**src/rtl/blth_pkg.sv**
```systemverilog
`default_nettype none

package blth_pkg;

   // geometry
   localparam int MAX_SIDE  = 64;
   localparam int ROW_AW    = $clog2(MAX_SIDE);
   localparam int SIZE_W    = 7;
   localparam int POS_W     = 7;
   localparam int ROW_IDX_W = 6;
   localparam int PIX_W     = 64;
   localparam int COL_W     = 6;
   localparam int COORD_W   = 9;
   localparam int ERR_W     = 12;
   localparam int NPROBE    = 3;

   // stream layout
   localparam int REQ_DATA_W = 88;
   localparam int RSP_DATA_W = 16;

   // register map
   localparam int CSR_AW     = 3;
   localparam int CSR_DW     = 32;
   localparam logic REG_BOX_W = 1'b0;
   localparam logic REG_BOX_H = 1'b1;

   // item kinds
   localparam logic KIND_LOAD  = 1'b0;
   localparam logic KIND_TRACE = 1'b1;

   typedef logic signed [COORD_W-1:0] coord_type;
   typedef logic signed [ERR_W-1:0]   err_type;

   typedef struct packed {
      logic load;
      logic capture;
      logic setup_a;
      logic setup_b;
      logic step;
      logic drain;
      logic finish;
   } cmd_type;

   typedef struct packed {
      logic at_end;
      logic pend;
      logic hit;
      logic out_free;
   } status_type;

endpackage

`default_nettype wire

```
**src/rtl/blth_csr.sv**
```systemverilog
`default_nettype none

module blth_csr (
   input  wire logic                          clock,
   input  wire logic                          reset,
   input  wire logic                          csr_psel,
   input  wire logic                          csr_penable,
   input  wire logic                          csr_pwrite,
   input  wire logic [blth_pkg::CSR_AW-1:0]   csr_paddr,
   input  wire logic [blth_pkg::CSR_DW-1:0]   csr_pwdata,
   output      logic [blth_pkg::CSR_DW-1:0]   csr_prdata,
   output      logic                          csr_pready,
   output      logic [blth_pkg::SIZE_W-1:0]   box_w,
   output      logic [blth_pkg::SIZE_W-1:0]   box_h
);
   import blth_pkg::*;

   logic [SIZE_W-1:0] width_ff, width_in;
   logic [SIZE_W-1:0] height_ff, height_in;
   logic              wr_en;
   logic              reg_sel;

   assign csr_pready = 1'b1;
   assign reg_sel    = csr_paddr[2];
   assign wr_en      = csr_psel & csr_penable & csr_pwrite & csr_pready;

   always_comb begin
      width_in  = width_ff;
      height_in = height_ff;
      if (wr_en) begin
         unique case (reg_sel)
            REG_BOX_W: width_in  = csr_pwdata[SIZE_W-1:0];
            REG_BOX_H: height_in = csr_pwdata[SIZE_W-1:0];
            default:   width_in  = width_ff;
         endcase
      end
   end

   always_comb begin
      unique case (reg_sel)
         REG_BOX_W: csr_prdata = {{(CSR_DW-SIZE_W){1'b0}}, width_ff};
         REG_BOX_H: csr_prdata = {{(CSR_DW-SIZE_W){1'b0}}, height_ff};
         default:   csr_prdata = '0;
      endcase
   end

   always_ff @(posedge clock) begin
      if (reset) begin
         width_ff  <= SIZE_W'(MAX_SIDE);
         height_ff <= SIZE_W'(MAX_SIDE);
      end else begin
         width_ff  <= width_in;
         height_ff <= height_in;
      end
   end

   assign box_w = width_ff;
   assign box_h = height_ff;

endmodule

`default_nettype wire

```
**config.mk**
```make
export PLATFORM = sky130hd
export DESIGN_NAME = blth_csr
export DESIGN_NICKNAME = d
export VERILOG_FILES = /design/src/rtl/blth_pkg.sv /design/src/rtl/blth_csr.sv
export SDC_FILE = /design/constraint.sdc
export NUM_CORES = 1
export LEC_CHECK = 0
export BUFFER_PORTS_ARGS = -buffer_cell sky130_fd_sc_hd__clkbuf_2
export CAP_MARGIN = 20
export CORE_MARGIN = 10
export CORE_UTILIZATION = 37
export CTS_BUF_LIST = sky130_fd_sc_hd__clkbuf_2 sky130_fd_sc_hd__clkbuf_4 sky130_fd_sc_hd__clkbuf_8
export CTS_CLUSTER_DIAMETER = 80
export CTS_CLUSTER_SIZE = 30
export DETAILED_ROUTE_END_ITERATION = 6
export PLACE_DENSITY = 0.91
export SLEW_MARGIN = 10
export SYNTH_ARGS = -nofsm -noshare
export SYNTH_HDL_FRONTEND = slang
export SYNTH_SLANG_ARGS = --single-unit
export TNS_END_PERCENT = 20
```
**constraint.sdc**
```tcl
create_clock -name clock -period 0.9 [get_ports clock]
set_input_delay 0.045 -clock clock [delete_from_list [all_inputs] [get_ports clock]]
set_output_delay 0.045 -clock clock [all_outputs]
set_load 0.05 [all_outputs]
```
==> flow_summary.ini <==
[pwr]
leakage_nw = 0.754
power_frac_clock_pct = 21.6
power.net_switching_mw = 0.587
sw_frac_of_total_pct = 37.9
vdd_drop_max_uv = 1070
power_density_nw_per_um2 = 996
p_comb_share_pct = 36.7
p_int_mw = 0.961
total_power_mw = 1.55
seqPwrFrac_pct = 41.7

[placed_design]
dpl-instance-area_sq_um = 993
numPortBuffers = 33
pre_cts_slack_ns = -0.0759
globalplace.congestion = 0.687

[setup_path]
cpPeakStageDelay_ns = 0.33
critPathLaunchType = register
cp-end-kind = output pin
worstPathCellList = mux2_4, clkbuf_16
worstPathArrival_ns = 1.06
cp.required_ns = 0.85
cp_max_fo = 2
slowest_stage = dfxtp_2
crit_type = reg2out

[clock_network]
cts_sinks = 14
cts_root_buf = clkbuf_4
cts_max_path_buffers = 2
clock_latency_ns = 0.27
clk_pin_slew_ns = 0.08
cts-buffers-inserted = 3
cts-hold-fix-buffers = 0
tritoncts = built
cts_max_level = 1

[status]
violations = negative setup slack
status = finished with violations

[layout]
final_util_pct = 68.9
n_antenna_cell = 0
multiInputGateArea_sq_um = 495
fillers = 172
post-route-cell-area_sq_um = 1550
final-seq-area_sq_um = 298
fin_nets = 179
drive_above_1_share_pct = 54.7
syn_to_final_growth_pct = 72.7

[logic_synthesis]
synthAdderAreaFrac_pct = 0
synth_enable_flop_cells = 0
synth_top_cell_by_area = dfxtp_1
async_flop_share_pct = 0
synth-seq-area-share_pct = 31.2
ys_warn_count = 0
synthDistinctLibCells = 11
netlist_area_sq_um = 900
synthFlopType = dfxtp_1
synth_compound_area_share_pct = 0
netlist_instances = 91
synth_mux_area_share_pct = 24.3
synth_area_leaders = dfxtp_1 31%, buf_4 22%, mux2i_1 16%
yosys.area_share.simple_pct = 17.4
synth_top_family_by_area = buffers and inverters
synth_top_cell_area_share_pct = 31.2
ys_seq_elements = 14
yosysMostFrequentCell = buf_4
yosys-top-cells-count = 26 x buf_4, 18 x nand2b_1, 14 x dfxtp_1, 14 x mux2i_1, 7 x mux2_2
syn_avg_cell_area_sq_um = 9.89
synth_xor_area_share_pct = 0

[floorplan]
die_h_um = 69.3
fp.coreArea_sq_um = 2250
initial_core_util_pct = 39.9
rows = 17
die_w_um = 69.3
dieArea_sq_um = 4800
io_pins = 87

[min_path]
hp-class = in2reg

[sta]
finClkSkew_ns = 0
final_hold_viol_count = 0
finalCritPeriodShare_pct = 122
rsz0062_at_grt = true
slew_viol_final = 0
fmax_mhz = 909
setup_viol = 18
finalWorstPathRequiredPeriod_ns = 1.10
fin_ws_ns = -0.201
final.setup.tns_ns = -1.95

[drt]
ant_nets = 0
wl_per_cell_um = 15.1
dr.pass1.iters = 4
finalWirelength_mm = 2.49
vias = 691
drc = 0
drtIter0Drc = 20
routed_via_density = 4.19

[global_route]
antenna_found_initial = 0
grt_pass1_vias = 797
grt_max_degree = 22
grt_first_pass_wirelength_mm = 4.05
globalRoute.totalOverflow = 0
grt_use_total_pct = 9.85

[job]
maxCapViolCount = 0
timing repair:
action                     CTS  global route
buffers inserted            11             4
setup endpoints to repair   21            21
gates resized for setup     64            14
power by group through the flow:
| stage | logic, mW | clock network, mW | registers [mW] |
|---|---|---|---|
| floorplan | 0.434 | 0 | 0.707 |
| global placement | 0.446 | 0 | 0.659 |
| detailed placement | 0.451 | 0 | 0.660 |
| CTS | 0.549 | 0.346 | 0.643 |
| global route | 0.594 | 0.378 | 0.646 |
| finish | 0.569 | 0.334 | 0.645 |
critical path: cells and delay by family (launching register included):
family	cells	cell delay, ns
mux	1	0.28
buf+inv	1	0.17
flops	1	0.33
flip-flops by register name, indices dropped and copies added (netlist names):
signal,flops
box_w,7
box_h,7
layout by cell type (no fill, tap or decap), drive strengths merged:
master and instances:
conb 26, nand4b 1, mux2 7, clkbuf 32, and4 1, dfxtp 14, nand2b 18, mux2i 14
nor2 3, buf 21
through the flow:
step	hold WS [ns]	instances
after floorplan	0.213	115
after global placement	0.307	147
after detailed placement	0.326	147
after CTS	0.0308	161
after global routing	0.0373	165
final	0.0292	165
cell type report:
type,instances,share of cell area (%)
tap,28,2.25
timing repair buffer,50,45.2
multi-input combinational,70,31.9
sequential,14,19.2
clock buffer,3,1.45
per-layer routing:
| layer | wire, um | track usage [%] |
|---|---|---|
| met5 | 0 | 0 |
| met3 | 312 | 6.70 |
| met1 | 975 | 10.2 |
| met4 | 10 | 1.11 |
| met2 | 1190 | 16.5 |
final timing paths:
path	startpoint	to	slack, ns	depth (start not counted)
worst min-delay path	csr_pwdata[4]	box_h[4]	0.03	3
worst max-delay path	box_w[4]	csr_prdata[4]	-0.20	2
worst max register to register	box_h[5]	box_h[5]	0.10	4
worst min register to register	box_h[0]	box_h[0]	0.48	2
cells by family (layout without fill, tap and decap cells):
| kind of cell | count (synthesis) | count (layout) |
|---|---|---|
| buffers and inverters | 31 | 53 |
| AND/OR/NAND/NOR | 23 | 23 |
| multiplexers | 21 | 21 |
| flip-flops | 14 | 14 |
| other | 2 | 26 |
No activity file was read; power rests on OpenSTA's default activity.
