===== src/rtl/blth_pkg.sv =====
`default_nettype none

package blth_pkg;

   // geometry
   localparam int MAX_SIDE  = 64;
   localparam int ROW_AW    = $clog2(MAX_SIDE);
   localparam int SIZE_W    = 7;
   localparam int POS_W     = 7;
   localparam int ROW_IDX_W = 6;
   localparam int PIX_W     = 64;
   localparam int COL_W     = 6;
   localparam int COORD_W   = 9;
   localparam int ERR_W     = 12;
   localparam int NPROBE    = 3;

   // stream layout
   localparam int REQ_DATA_W = 88;
   localparam int RSP_DATA_W = 16;

   // register map
   localparam int CSR_AW     = 3;
   localparam int CSR_DW     = 32;
   localparam logic REG_BOX_W = 1'b0;
   localparam logic REG_BOX_H = 1'b1;

   // item kinds
   localparam logic KIND_LOAD  = 1'b0;
   localparam logic KIND_TRACE = 1'b1;

   typedef logic signed [COORD_W-1:0] coord_type;
   typedef logic signed [ERR_W-1:0]   err_type;

   typedef struct packed {
      logic load;
      logic capture;
      logic setup_a;
      logic setup_b;
      logic step;
      logic drain;
      logic finish;
   } cmd_type;

   typedef struct packed {
      logic at_end;
      logic pend;
      logic hit;
      logic out_free;
   } status_type;

endpackage

`default_nettype wire


===== src/rtl/blth_ctrl.sv =====
`default_nettype none

module blth_ctrl (
   input  wire logic                  clock,
   input  wire logic                  reset,
   input  wire logic                  req_tvalid,
   input  wire logic                  req_kind,
   output      logic                  req_tready,
   input  wire blth_pkg::status_type  status,
   output      blth_pkg::cmd_type     cmd
);
   import blth_pkg::*;

   typedef enum logic [3:0] {
      ST_IDLE    = 4'b0001,
      ST_SETUP_A = 4'b0010,
      ST_SETUP_B = 4'b0100,
      ST_WALK    = 4'b1000
   } state_type;

   state_type state_ff, state_in;
   logic      finish_now;

   assign req_tready = (state_ff == ST_IDLE);
   assign finish_now = status.hit | (status.at_end & ~status.pend);

   always_comb begin
      state_in = state_ff;
      cmd      = '0;
      unique case (state_ff)
         ST_IDLE: begin
            if (req_tvalid) begin
               if (req_kind == KIND_TRACE) begin
                  cmd.capture = 1'b1;
                  state_in    = ST_SETUP_A;
               end else begin
                  cmd.load = 1'b1;
               end
            end
         end
         ST_SETUP_A: begin
            cmd.setup_a = 1'b1;
            state_in    = ST_SETUP_B;
         end
         ST_SETUP_B: begin
            cmd.setup_b = 1'b1;
            state_in    = ST_WALK;
         end
         ST_WALK: begin
            priority if (finish_now) begin
               if (status.out_free) begin
                  cmd.finish = 1'b1;
                  state_in   = ST_IDLE;
               end
            end else if (!status.at_end) begin
               cmd.step = 1'b1;
            end else begin
               cmd.drain = 1'b1;
            end
         end
         default: state_in = ST_IDLE;
      endcase
   end

   always_ff @(posedge clock) begin
      if (reset) begin
         state_ff <= ST_IDLE;
      end else begin
         state_ff <= state_in;
      end
   end

endmodule

`default_nettype wire


===== config.mk =====
export PLATFORM = sky130hd
export DESIGN_NAME = blth_ctrl
export DESIGN_NICKNAME = d
export VERILOG_FILES = /design/src/rtl/blth_pkg.sv /design/src/rtl/blth_ctrl.sv
export SDC_FILE = /design/constraint.sdc
export NUM_CORES = 1
export LEC_CHECK = 0
export BUFFER_PORTS_ARGS = -buffer_cell sky130_fd_sc_hd__buf_2
export CAP_MARGIN = 20
export CORE_AREA = 3 3 40 42
export DETAILED_ROUTE_END_ITERATION = 8
export DIE_AREA = 0 0 43 45
export GPL_TIMING_DRIVEN = 0
export PLACE_DENSITY = 0.44
export SYNTH_ARGS = -nofsm -noshare
export SYNTH_HDL_FRONTEND = slang
export SYNTH_SLANG_ARGS = --single-unit

===== constraint.sdc =====
create_clock -name clock -period 1.76 [get_ports clock]
set_input_delay 0.352 -clock clock [delete_from_list [all_inputs] [get_ports clock]]
set_output_delay 0.352 -clock clock [all_outputs]
set_load 0.005 [all_outputs]

==> results.json, run 1 <==
{
  "grt_max_degree": 9,
  "cts_buffers": 3,
  "endpoint_kind": "output port",
  "wl_per_cell_um": 10.3,
  "sequentialPowerShare_pct": 37.2,
  "layout_commonest_cell": "buf_2",
  "layout_setup_ws_ns": 0.00369,
  "maxCapViolations": 0,
  "regMostFlops": "state_ff",
  "avgViaCountPerCell": 4.49,
  "max_freq_ghz": 0.569,
  "htreeDepth": 1,
  "dp_cells": 59,
  "slowest_delay_ns": 0.57,
  "grt_overflow": 0,
  "crit_fanout": 4,
  "ys_ff_latch": 4,
  "num_antenna_cells": 0,
  "clock_skew_ns": 0.00369,
  "hold_class": "input pin to register",
  "setup_tns_ns": 0,
  "yosys-top-cells-area": "dfxtp_1 (31%), nor3_1 (7.8%), nor2b_1 (7.4%), nor4b_2 (5.9%), or4b_4 (5.4%)",
  "die-area_um2": 1940,
  "status": "finished clean",
  "globalplace.congestion": 0.639,
  "cts_buffer_depth": 2,
  "critical_path_arrival_ns": 1.40,
  "io_buffers": 15,
  "r2r-start": "state_ff[1]$_SDFFE_PP0P_",
  "num_vias": 283,
  "yosysSeqAreaShare_pct": 31.4,
  "syn_nets": 37,
  "synth_cells": 29,
  "synth_warnings": 0,
  "path_cells": "or4b_4 > nor3_2 > buf_2",
  "final_cell_mix": "buf_2 (15), nor2b_1 (3), clkbuf_4 (3)",
  "wl_um": 651,
  "fin_crit_sh_pct": 99.8,
  "grt_pass1_wl_um": 979,
  "cts_sinks": 4,
  "hold_viol": 0,
  "tightest_slew_ns": 0.333,
  "grt_usage_pct": 7.08,
  "synth_area_um2": 255,
  "critPathLaunchType": "register",
  "slowest_stage": "or4b_4",
  "drc": 0,
  "hold_ws_ns": 0.310,
  "root_buffer": "clkbuf_4",
  "insertion_delay_ns": 0.23,
  "p_per_area_nw_per_um2": 838,
  "synth_top_area_share_pct": 31.4,
  "avgSynthCellArea_um2": 8.80,
  "die_y_um": 45,
  "fin_cells": 63,
  "dpl_worst_slack_ns": 0.160,
  "hp-start": "reset",
  "worstPathRequired_ns": 1.41,
  "rsz0062_at_grt": "true",
  "grt_pass1_vias": 254,
  "drtIter0Drc": 1,
  "fin_crit_ns": 1.76,
  "clkTransAtPathRegs_ns": 0.03,
  "area_growth_pct": 56.4,
  "start_util_pct": 19.9,
  "dr.pass1.iters": 4,
  "synth.distinct_cells": 19,
  "largestRegisters": "state_ff: 4 flops",
  "rows": 13,
  "ir_worst_vdd_uv": 301,
  "core_um2": 1280,
  "final_antenna_net_count": 0,
  "drive_above_1_share_pct": 58.3,
  "worstSetupPathType": "register to output port",
  "largest_reg_flops": 4,
  "power.total_mw": 0.334,
  "cts_hold_buf": 0,
  "setup_viol_count_final": 0,
  "p_sw_share_pct": 28.9,
  "nets": 58,
  "cts_tree": "done",
  "antenna_found_initial": 0,
  "ioPinCount": 16,
  "power_frac_comb_pct": 29.0,
  "relSlewSlack_pct": 77.7,
  "crit_start": "state_ff[1]$_SDFFE_PP0P_",
  "power_frac_clock_pct": 33.8,
  "switchingPower_mw": 0.0967,
  "place_area_um2": 349,
  "postLayoutCellArea_um2": 399,
  "die_w_um": 43,
  "maxSlewViolCount": 0,
  "internal_power_mw": 0.238,
  "yosysTopAreaCell": "dfxtp_1",
  "power.leakage_nw": 0.189,
  "dp_hpwl_um": 483,
  "utilization_pct": 31.1
}
-- power by group through the flow --
stage                     sequential [mW]  clock, mW  combinational [mW]
final                               0.124      0.113              0.0969
after global routing                0.127      0.121               0.108
after CTS                           0.123      0.119              0.0987
after detailed placement            0.124          0              0.0926
after global placement              0.125          0              0.0930
after floorplan                     0.120          0              0.0593
-- worst max-delay path, delay by kind of cell, from the launching register on --
| kind | cells | cell delay, ns |
|---|---|---|
| buf+inv | 1 | 0.14 |
| simple gates | 2 | 0.70 |
| flops | 1 | 0.34 |
-- Yosys cell counts --
| cell | number |
|---|---|
| xnor2_1 | 1 |
| nor3_1 | 4 |
| and3b_1 | 1 |
| o32ai_1 | 1 |
| buf_4 | 1 |
| mux2i_1 | 1 |
| nor4_1 | 1 |
| and2_1 | 1 |
| nor2b_1 | 3 |
| nor4b_1 | 1 |
| nand2b_1 | 1 |
| o21a_1 | 1 |
| a21oi_1 | 2 |
| nor4b_2 | 1 |
| o21ai_0 | 1 |
| dfxtp_1 | 4 |
| and3_1 | 1 |
| nand2_1 | 2 |
| or4b_4 | 1 |
-- cells by family (layout without fill, tap and decap cells) --
group | count (synthesis) | count (layout) | share of synthesized area [%]
multiplexers | 1 | 1 | 3.92
AO/OA/AOI/OAI | 5 | 5 | 12.3
flip-flops | 4 | 4 | 31.4
XOR/XNOR | 1 | 1 | 3.43
buffers and inverters | 1 | 20 | 2.94
AND/OR/NAND/NOR | 17 | 17 | 46.1
-- path summary, 6_finish.rpt --
kind                               to  slack, ns  depth (start not counted)
max                            cmd[2]      0.004                          3
min          state_ff[1]$_SDFFE_PP0P_       0.31                          2
max reg2reg  state_ff[0]$_SDFFE_PP1P_       0.43                          3
min reg2reg  state_ff[2]$_SDFFE_PP0P_       0.47                          1
-- metal layers --
| layer | track usage [%] | share of wire [%] | vias to the layer above |
|---|---|---|---|
| met5 | 0 | 0 | - |
| met4 | 5.42 | 1.7 | 0 |
| met3 | 3.98 | 5.2 | 2 |
| met2 | 11.1 | 53 | 6 |
| met1 | 6.99 | 40 | 127 |
| li1 | - | - | 148 |
-- cell type report --
type	count	area (µm²)
repair buffers	16	82.6
flip-flops and latches	4	90.1
plain buffers	1	7.51
clock buffers	3	22.5
well taps	15	18.8
multi-input cells	24	178
fillers	141	886
-- timing repair --
action / in CTS / in global routing
setup endpoints to repair: 3 / 3
endpoints found under the hold margin: 0 / 0
pin swaps: 2 / 0
buffers inserted: 1 / 0
resized for setup: 6 / 2
No activity file was read; power rests on OpenSTA's default activity.
==> run 2, diff against run 1 <==
--- a/config.mk
+++ b/config.mk
@@ -5,6 +5,7 @@
 export SDC_FILE = /design/constraint.sdc
 export NUM_CORES = 1
 export LEC_CHECK = 0
+export ABC_AREA = 1
 export BUFFER_PORTS_ARGS = -buffer_cell sky130_fd_sc_hd__buf_2
 export CAP_MARGIN = 20
 export CORE_AREA = 3 3 40 42
==> results.json, run 2 <==
{
  "cts_tree": "done",
  "synth_most_common_cell": "nand2_1",
  "wl_per_cell_um": 7.53,
  "p_per_area_nw_per_um2": 680,
  "die-area_um2": 1940,
  "drive_above_1_share_pct": 39.7,
  "cts_hold_buf": 0,
  "largestRegisters": "state_ff: 4 flops",
  "wl_um": 587,
  "grt_usage_pct": 7.24,
  "clock_skew_ns": 0.00360,
  "worstPathRequired_ns": 1.41,
  "maxCapViolations": 0,
  "setup_tns_ns": 0,
  "core_um2": 1280,
  "synth_edf_count": 0,
  "synth_top_area_share_pct": 31.4,
  "power.leakage_nw": 0.249,
  "regMostFlops": "state_ff",
  "async_flop_share_pct": 0,
  "drc": 0,
  "grt_max_degree": 6,
  "relSlewSlack_pct": 88.0,
  "die_w_um": 43,
  "num_vias": 291,
  "area_growth_pct": 48.5,
  "dp_hpwl_um": 463,
  "maxSlewViolCount": 0,
  "cts_setup_buffers": 0,
  "syn_nets": 53,
  "root_buffer": "clkbuf_4",
  "cts_buffer_depth": 2,
  "synth.distinct_cells": 11,
  "ir_worst_vdd_uv": 468,
  "critical_path_arrival_ns": 1.29,
  "final_cell_mix": "buf_2 (15), nand2_1 (12), nor2_1 (10)",
  "cts_buffers": 3,
  "worstSetupPathType": "register to output port",
  "fillCellCount": 152,
  "synth_area_um2": 255,
  "largest_reg_flops": 4,
  "fin_crit_ns": 1.65,
  "avgSynthCellArea_um2": 5.67,
  "synth_cells": 45,
  "yosysTopAreaCell": "dfxtp_1",
  "fin_crit_sh_pct": 93.5,
  "grt_pass1_vias": 276,
  "utilization_pct": 29.5,
  "crit_fanout": 2,
  "synth_ff_type": "dfxtp_1",
  "drtIter0Drc": 2,
  "status": "finished clean",
  "dr.pass1.iters": 4,
  "synthTopCellsByCount": "nand2_1 (12), nor2_1 (10), inv_1 (9)",
  "setup_viol_count_final": 0,
  "yosys-top-cells-area": "dfxtp_1 (31%), nand2_1 (18%), nor2_1 (15%), inv_1 (13%), nor2_2 (7.4%)",
  "start_util_pct": 19.9,
  "hold_viol": 0,
  "avgViaCountPerCell": 3.73,
  "antenna_found_initial": 0,
  "postLayoutCellArea_um2": 379,
  "postCtsResizedCells": 0,
  "grt_pass1_wl_mm": 1.01,
  "tightest_slew_ns": 0.180,
  "critPathLaunchType": "register",
  "reg2reg_slack_ns": 0.73,
  "place_area_um2": 349,
  "endpoint_kind": "output port",
  "ys_ff_latch": 4,
  "insertion_delay_ns": 0.24,
  "max_freq_ghz": 0.608,
  "layout_commonest_cell": "buf_2",
  "globalplace.congestion": 0.703,
  "yosysSeqAreaShare_pct": 31.4,
  "synth_warnings": 0,
  "htreeDepth": 1,
  "rsz0062_at_grt": "false",
  "die_y_um": 45,
  "hold_class": "input pin to register",
  "grt_overflow": 0,
  "ioPinCount": 16,
  "rows": 13,
  "clkTransAtPathRegs_ns": 0.03,
  "io_buffers": 15,
  "cts_sinks": 4,
  "final_antenna_net_count": 0,
  "nets": 73,
  "num_antenna_cells": 0
}
-- run 2: cell count changes after synthesis, sizes merged, moves of 2 or more --
cell,change
nor4b,-2
nor2b,-3
nand3,+2
nand2,+10
inv,+10
nor2,+13
nor3,-4
-- run 2: path summary, 6_finish.rpt --
kind,from,to,cells after the start
min reg2reg,state_ff[0]$_SDFFE_PP1P_,state_ff[2]$_SDFFE_PP0P_,3
max,state_ff[1]$_SDFFE_PP0P_,cmd[1],7
max reg2reg,state_ff[2]$_SDFFE_PP0P_,state_ff[0]$_SDFFE_PP1P_,6
min,reset,state_ff[1]$_SDFFE_PP0P_,2
-- run 2: layer usage --
layer  wire (µm)  global-route usage (%)  vias to the layer above  share of wire, %
met3          97                    6.77                        0                17
met2         271                    10.8                       17                46
met1         219                    7.47                      110                37
met5           0                       0                        -                 0
met4           0                    1.81                        0                 0
li1            -                       -                      164                 -
-- run 2: layout make-up --
class | count | area [µm²] | share of cell area, %
inverter | 10 | 37.5 | 9.90
timing repair buffer | 15 | 75.1 | 19.8
buffer | 1 | 7.51 | 1.98
tap | 15 | 18.8 | 4.95
multi-input combinational | 30 | 135 | 35.6
sequential | 4 | 82.6 | 21.8
clock buffer | 3 | 22.5 | 5.94
-- run 2: report_power, final --
group	leakage [nW]	internal (mW)	switching [mW]	total (mW)
clock	0.0138	0.0761	0.0355	0.112
combinational	0.202	0.0215	0.0242	0.0457
sequential	0.0327	0.0960	0.00451	0.100
-- run 2: worst max-delay path, stage by stage (launching register included) --
cell     delay, ns
dfxtp_2       0.32
nor2_4        0.11
nand2_1       0.07
nor2_2        0.11
inv_2         0.04
or2_1         0.22
nor2_1        0.08
buf_2         0.11
-- run 2: stage by stage --
step,hold WS [ns],cells,power (mW),setup WS (ns)
2_1_floorplan,0.421,45,0.125,0.477
3_3_place_gp,0.588,75,0.146,0.335
3_5_place_dp,0.583,75,0.145,0.337
4_1_cts,0.333,78,0.263,0.0612
5_1_grt,0.345,78,0.280,0.0215
6_report,0.329,78,0.258,0.115
-- run 2: cell families (layout without fill, tap and decap cells) --
family                 count (synthesis)  after routing  synth area share, %
AND/OR/NAND/NOR                       28             28                 46.1
buffers and inverters                 11             29                 17.6
flip-flops                             4              4                 31.4
AO/OA/AOI/OAI                          2              2                 4.90
